**src/rtl/keyed_count_table_assert.svh**
```systemverilog
// Assertion macros used by the keyed count table top level.
// Depends on nothing; files that check their own logic include it.
`ifndef KEYED_COUNT_TABLE_ASSERT_SVH
`define KEYED_COUNT_TABLE_ASSERT_SVH

`ifndef NO_ASSERTIONS

// Checks a property on the rising clock edge, suppressed while reset is active.
`define KCT_ASSERT(label, clk, rst_n, prop, msg) \
  label: assert property (@(posedge clk) disable iff (!rst_n) (prop)) else $error(msg);

// Same check, also evaluated while reset is active.
`define KCT_ASSERT_ALWAYS(label, clk, prop, msg) \
  label: assert property (@(posedge clk) (prop)) else $error(msg);

`else

`define KCT_ASSERT(label, clk, rst_n, prop, msg)
`define KCT_ASSERT_ALWAYS(label, clk, prop, msg)

`endif

`endif

```
**src/rtl/kct_pkg.sv**
```systemverilog
// Shared types and codes for the keyed count table.
// Used by the search cell and the top level; depends on nothing.
package kct_pkg;

  localparam int unsigned DataW = 32;

  typedef enum logic [1:0] {
    KIND_INSERT = 2'd0,
    KIND_UPDATE = 2'd1,
    KIND_LOOKUP = 2'd2
  } kind_e;

  typedef enum logic [1:0] {
    ST_OK      = 2'd0,
    ST_MISSING = 2'd1,
    ST_PRESENT = 2'd2,
    ST_FULL    = 2'd3
  } status_e;

  // Search token handed from one cell to the next.
  typedef struct packed {
    logic             valid;
    logic             hit;
    logic [DataW-1:0] count;
  } tok_t;

  // Write command broadcast to every cell at the end of a request.
  typedef struct packed {
    logic             ins;
    logic             upd;
    logic [DataW-1:0] count;
  } wr_t;

endpackage

```
**src/rtl/kct_cell.sv**
```systemverilog
// One table slot: stored key and count plus one stage of the search chain.
// Depends on kct_pkg.
module kct_cell #(
  parameter int unsigned CNT_W = 8,
  parameter int unsigned IDX   = 0
) (
  input  logic                      clk_i,
  input  logic                      rst_ni,
  input  logic [CNT_W-1:0]          used_i,
  input  logic [kct_pkg::DataW-1:0] key_i,
  input  kct_pkg::wr_t              wr_i,
  input  kct_pkg::tok_t             tok_i,
  output kct_pkg::tok_t             tok_o
);
  import kct_pkg::*;

  logic [DataW-1:0] key_q;
  logic [DataW-1:0] count_q;
  logic             tok_valid_q;
  logic             tok_hit_q;
  logic [DataW-1:0] tok_count_q;
  logic             filled;
  logic             match;

  // Slots are filled in order, so a slot below the fill count holds an entry.
  assign filled = CNT_W'(IDX) < used_i;
  assign match  = filled && (key_q == key_i);

  always_ff @(posedge clk_i) begin
    if (wr_i.ins && (used_i == CNT_W'(IDX))) begin
      key_q   <= key_i;
      count_q <= wr_i.count;
    end else if (wr_i.upd && match) begin
      count_q <= wr_i.count;
    end
  end

  always_ff @(posedge clk_i or negedge rst_ni) begin
    if (!rst_ni) begin
      tok_valid_q <= 1'b0;
    end else begin
      tok_valid_q <= tok_i.valid;
    end
  end

  // The first filled slot that matches claims the token.
  always_ff @(posedge clk_i) begin
    if (tok_i.valid && !tok_i.hit && match) begin
      tok_hit_q   <= 1'b1;
      tok_count_q <= count_q;
    end else begin
      tok_hit_q   <= tok_i.hit;
      tok_count_q <= tok_i.count;
    end
  end

  assign tok_o = '{valid: tok_valid_q, hit: tok_hit_q, count: tok_count_q};

endmodule

```
**config.mk**
```make
export PLATFORM = sky130hd
export DESIGN_NAME = kct_cell
export DESIGN_NICKNAME = d
export VERILOG_FILES = /design/src/rtl/keyed_count_table_assert.svh /design/src/rtl/kct_pkg.sv /design/src/rtl/kct_cell.sv
export SDC_FILE = /design/constraint.sdc
export NUM_CORES = 1
export LEC_CHECK = 0
export BUFFER_PORTS_ARGS = -buffer_cell sky130_fd_sc_hd__buf_2
export CORE_ASPECT_RATIO = 0.5
export CORE_MARGIN = 2
export CORE_UTILIZATION = 51
export CTS_CLUSTER_DIAMETER = 100
export DETAILED_ROUTE_END_ITERATION = 10
export PLACE_DENSITY = 0.87
export SYNTH_ARGS = -nofsm -noshare
export SYNTH_HDL_FRONTEND = slang
export SYNTH_SLANG_ARGS = --single-unit
export TNS_END_PERCENT = 10
```
**constraint.sdc**
```tcl
create_clock -name clk_i -period 8.45 [get_ports clk_i]
set_input_delay 0.4225 -clock clk_i [delete_from_list [all_inputs] [get_ports clk_i]]
set_output_delay 0.4225 -clock clk_i [all_outputs]
set_load 0.005 [all_outputs]
```
==> results of run 1 <==
per-stage QoR:
step                      setup slack (ns)   util  area [sq um]  hold WS [ns]
after global routing                  6.04  0.694          4690         0.198
after floorplan                       5.13      -          3590         0.127
final                                 6.17  0.694          4690         0.215
after detailed placement              6.01  0.651          4400         0.199
after CTS                             6.16  0.694          4690         0.203
after global placement                6.11  0.651          4400         0.197
cell families after synthesis:
kind of cell | after synthesis
AOI/OAI and AO/OA | 5
xor gates and xnor gates | 25
buffers and inverters | 8
DFF | 98
muxes | 32
and+or+nand+nor | 28
cell usage after synthesis:
| cell type | n |
|---|---|
| nor2_1 | 2 |
| and2_1 | 1 |
| o21bai_1 | 1 |
| nor3_1 | 1 |
| mux2_4 | 29 |
| nand4_2 | 1 |
| buf_6 | 3 |
| nand4_1 | 6 |
| a2111o_1 | 2 |
| nor2b_1 | 6 |
| inv_1 | 3 |
| nand2b_1 | 5 |
| nor4_1 | 1 |
| or4b_2 | 1 |
| xnor2_1 | 25 |
| nor3_2 | 1 |
| dfrtp_1 | 1 |
| buf_4 | 2 |
| mux2_2 | 3 |
| o221ai_1 | 1 |
| nand3_1 | 1 |
| edfxtp_1 | 64 |
| dfxtp_1 | 33 |
| or4_1 | 2 |
| o2111ai_1 | 1 |
worst min-delay path by stage:
stage | slack [ns] | to | start | cells past startpoint
final | 0.21 | tok_valid_q | tok_i[33] | 1
after global routing | 0.20 | tok_valid_q | tok_i[33] | 1
after CTS | 0.20 | tok_valid_q | tok_i[33] | 1
after detailed placement | 0.20 | tok_valid_q | rst_ni | 1
after global placement | 0.20 | tok_valid_q | rst_ni | 1
after floorplan | 0.13 | tok_valid_q | rst_ni | 0
flip-flops by register name, summed over array words and instances (netlist names):
signal / cells
count_q: 32
key_q: 32
tok_count_q: 32
tok_hit_q: 1
tok_valid_q: 1
cell type report:
class                      count  area [sq um]
inverter                       3          11.3
fill                         458          2070
timing repair buffer         147           748
multi-input combinational     90           923
sequential                    98          2610
clock inverter                 4          25.0
tap                           92           115
clock buffer                  12           256
per-layer routing:
metal / vias up / track usage / share of wire
met5: - / 0 / 0
met4: 0 / 0.0876 / 0.018
met3: 10 / 0.0580 / 0.045
met2: 66 / 0.363 / 0.57
met1: 1043 / 0.195 / 0.37
li1: 1029 / - / -
timing repair:
item                                   4_1_cts  5_1_grt
hold buffers                                 1        0
endpoints found under the hold margin        1        0
setup endpoints to repair                    0        0
power breakdown:
group	internal, mW	switching (mW)	leakage, nW
Sequential	0.519	0.00265	0.865
Combinational	0.0388	0.0217	1.01
Clock	0.215	0.161	0.139
==> qor.csv, run 1 <==
metric,value,unit
p_leak,2.01,nW
synth_cells,196,
synthMuxAreaShare,0.131,
synth_top_area_frac,0.536,
r2r_setup_slack,6.17,ns
antenna_left,0,
dpl.hpwl,5360,um
rsz0062_at_grt,false,
synth_area,0.00359,sq mm
numPortBuffers,143,
reg2regPathDepth,5,
power,0.958,mW
fin_skew,0.00446,ns
cts_htree_levels,3,
worstPathMaxFanout,32,
ys_ff_latch,98,
synth_xor_area_frac,0.0610,
postCtsSetupBuffers,0,
syn_area_per_cell,18.3,sq um
crit_slowest_cell,or4b_2,
syn-num-nets,306,
synth-compound-area-share,0.0133,
routedWlPerCell,16.0,um
reg2reg_to,count_q[0],
vdd_ir_drop_max,0.102,mV
finalSetupViolations,0,
startpoint,key_q[28],
drt_wl_total,7120,um
crit_path_end_kind,flip-flop,
yosys.area_share.simple,0.0513,
vias_per_cell,4.82,
crit_family,simple AND/OR/NAND/NOR gates,
grt_usage,0.193,
clkLatencyLatePin,0.33,ns
maxSlewViolCount,0,
boundaryPins,144,
vias,2148,
status,"complete, no violations",
clockBufferDepth,2,
coreArea,0.00675,sq mm
die_h,63.3,um
start_util,0.531,
ys_warn_count,0,
hold_viol_final,0,
cts_buffers,9,
drtIter0Drc,109,
dp_cells,429,
antenna_cells,0,
grt_max_degree,34,
crit_path_max_incr_delay,0.71,ns
tightest_slew,0.574,ns
die_w,123,um
crit_end,count_q[0],
cp.depth,5,
synth_top_cell_by_area,edfxtp_1,
ys_top_cells_by_area,"edfxtp_1, dfxtp_1, mux2_4",
rows,21,
cts_root_buffer,clkbuf_16,
cp.required,8.43,ns
start_kind,flip-flop,
num-nets-final,459,
drc,0,
path_clk_slew,0.06,ns
ys_types,25,
synth_top_family_by_area,multiplexers,
r2r_start,key_q[28],
overflow,0,
path_class,reg2reg,
drv_cap,0,
grt_pass1_vias,2358,
seq_area_frac_synth,0.727,
synth_fa_ha_area_frac,0,
syn_to_final_growth,30.7,%
die_area,0.00776,sq mm
slew_headroom,0.618,
worstPathCellList,xnor2_1 -> o221ai_1 -> or4b_2 -> o21bai_2 -> buf_4,
drtPass1Iterations,6,
max_freq,439,MHz
fin_crit_sh,0.269,
cts.sinks,98,
period_needed,2.28,ns
final_common_cell,buf_2,
antenna_found_initial,0,
cts_resized,0,
worstPathArrival,2.26,ns
drive_gt1_frac,0.556,
routabilityCongestion,0.776,
grt_pass1_wl,10900,um
hp-class,in2reg,
finalSetupTns,0,ns
fin_cells,446,
cts_tree,yes,
final_cell_mix,"buf_2, edfxtp_1, dfxtp_1",
p_per_area,204,mW/mm^2
cp.buffers_inverters,1,
No activity file was read; power rests on OpenSTA's default activity.
==> inputs of run 2 (changes only) <==
--- a/config.mk
+++ b/config.mk
@@ -8,10 +8,10 @@
 export BUFFER_PORTS_ARGS = -buffer_cell sky130_fd_sc_hd__buf_2
 export CORE_ASPECT_RATIO = 0.5
 export CORE_MARGIN = 2
-export CORE_UTILIZATION = 51
+export CORE_UTILIZATION = 43
 export CTS_CLUSTER_DIAMETER = 100
 export DETAILED_ROUTE_END_ITERATION = 10
-export PLACE_DENSITY = 0.87
+export PLACE_DENSITY = 0.78
 export SYNTH_ARGS = -nofsm -noshare
 export SYNTH_HDL_FRONTEND = slang
 export SYNTH_SLANG_ARGS = --single-unit
==> constraint.sdc (replaced) <==
create_clock -name clk_i -period 2 [get_ports clk_i]
set_input_delay 0.1 -clock clk_i [delete_from_list [all_inputs] [get_ports clk_i]]
set_output_delay 0.1 -clock clk_i [all_outputs]
set_load 0.005 [all_outputs]
==> qor.csv, run 2 (synthesis gave the netlist of run 1 again) <==
metric,value,unit
antenna_left,0,
reg.largest.list,"count_q x32, key_q x32, tok_count_q x32",
dpl.hpwl,5530,um
cts.sinks,98,
crit_path_end_kind,flip-flop,
start_kind,flip-flop,
syn_to_final_growth,63.8,%
rsz0062_at_grt,true,
p_leak,2.51,nW
violations,setup timing,
cts_root_buffer,clkbuf_16,
grt_max_degree,33,
tightest_slew,0.362,ns
die_w,133,um
post_dp_cell_area,0.00452,sq mm
antenna_found_initial,1,
drive_gt1_frac,0.454,
drtIter0Drc,144,
fin_area,0.00588,sq mm
hp-class,in2reg,
overflow,0,
p_per_area,718,mW/mm^2
finalSetupViolations,43,
start_util,0.445,
finalSetupTns,-4.84,ns
drtPass1Iterations,4,
cts_htree_levels,3,
routedWlPerCell,17.3,um
worstPathMaxFanout,8,
clockBufferDepth,2,
postCtsSetupBuffers,0,
fin_skew,0.00793,ns
boundaryPins,144,
hold_viol_final,0,
final_common_cell,buf_2,
rows,23,
die_h,68.6,um
routabilityCongestion,0.739,
die_area,0.00913,sq mm
fin_ws,-0.170,ns
drc,0,
grt_pass1_vias,2745,
worstPathArrival,2.23,ns
cp.required,2.06,ns
grt_usage,0.211,
vias_per_cell,4.67,
numPortBuffers,143,
grt_pass1_wl,14100,um
period_needed,2.17,ns
clkLatencyLatePin,0.34,ns
status,"finished, violations left",
drv_cap,0,
coreArea,0.00806,sq mm
fin_crit_sh,1.08,
num-nets-final,559,
maxSlewViolCount,0,
cts_tree,yes,
drt_wl_total,9810,um
max_freq,461,MHz
path_class,reg2reg,
slew_headroom,0.757,
cts_buffers,9,
path_clk_slew,0.07,ns
final_cell_mix,"buf_2, dlygate4sd3_1, edfxtp_1",
vdd_ir_drop_max,0.483,mV
vias,2648,
## run 2: cell count changes in the layout (fill, tap and decap cells not counted), moves of 2 or more
cell / delta
dlygate4sd3_1: +96
buf_4: -2
clkbuf_16: +2
buf_2: -2
clkinv_4: +2
clkinv_1: +2
buf_12: +5
## run 2: final timing paths
| kind | from | endpoint | slack (ns) | cells after the start |
|---|---|---|---|---|
| max in group asynchronous | rst_ni | tok_valid_q | 1.86 | 2 |
| worst max register to register | key_q[28] | count_q[2] | -0.17 | 5 |
| worst min-delay path | tok_i[0] | tok_count_q[0] | 0.002 | 2 |
| worst max-delay path | key_q[28] | count_q[2] | -0.17 | 5 |
| worst min register to register | count_q[3] | tok_count_q[3] | 0.47 | 1 |
| min in group asynchronous | rst_ni | tok_valid_q | 0.06 | 2 |
## run 2: repair_timing
item | in CTS | in global routing
hold buffers | 98 | 0
endpoints found under the setup margin | 17 | 64
endpoints found under the hold margin | 98 | 0
resized for setup | 1 | 9
pin swaps | 0 | 7
cloned | 0 | 2
## run 2: cell type report
class / instances / area (sq um)
multi-input combinational: 90 / 988
antenna: 1 / 2.50
tap: 112 / 140
clock buffer: 10 / 239
clock inverter: 6 / 40.0
timing repair buffer: 247 / 1850
sequential: 98 / 2610
fill: 482 / 2180
inverter: 3 / 11.3
## run 2: layer usage
metal	global-route usage	routed length, um	vias up
met2	0.422	5450	88
met3	0.0563	390	28
met4	0.0864	374	0
met5	0	0	-
met1	0.218	3600	1297
li1	-	-	1235
## run 2: worst max-delay path: stages (launching register included)
cell,delay [ns]
edfxtp_1,0.39
xnor2_1,0.22
o221ai_1,0.22
or4b_4,0.59
o21bai_4,0.26
clkbuf_16,0.22
## run 2: per-stage QoR
stage	utilization	setup slack [ns]	hold WS [ns]	power [mW]	std cells
5_1_grt	0.729	-0.200	-0.000643	4.37	567
4_1_cts	0.718	0.0129	0.00518	4.23	566
6_report	0.729	-0.170	0.00195	4.22	567
3_3_place_gp	0.561	0.0457	-0.125	2.49	452
3_5_place_dp	0.561	0.0181	-0.125	2.50	452
2_1_floorplan	-	-0.125	-0.196	2.33	196
## run 2: where the power goes
| part | internal, mW | total [mW] | switching, mW |
|---|---|---|---|
| registers | 2.19 | 2.20 | 0.0118 |
| clock network | 0.878 | 1.59 | 0.717 |
| logic | 0.289 | 0.422 | 0.133 |
| total | 3.36 | 4.22 | 0.862 |
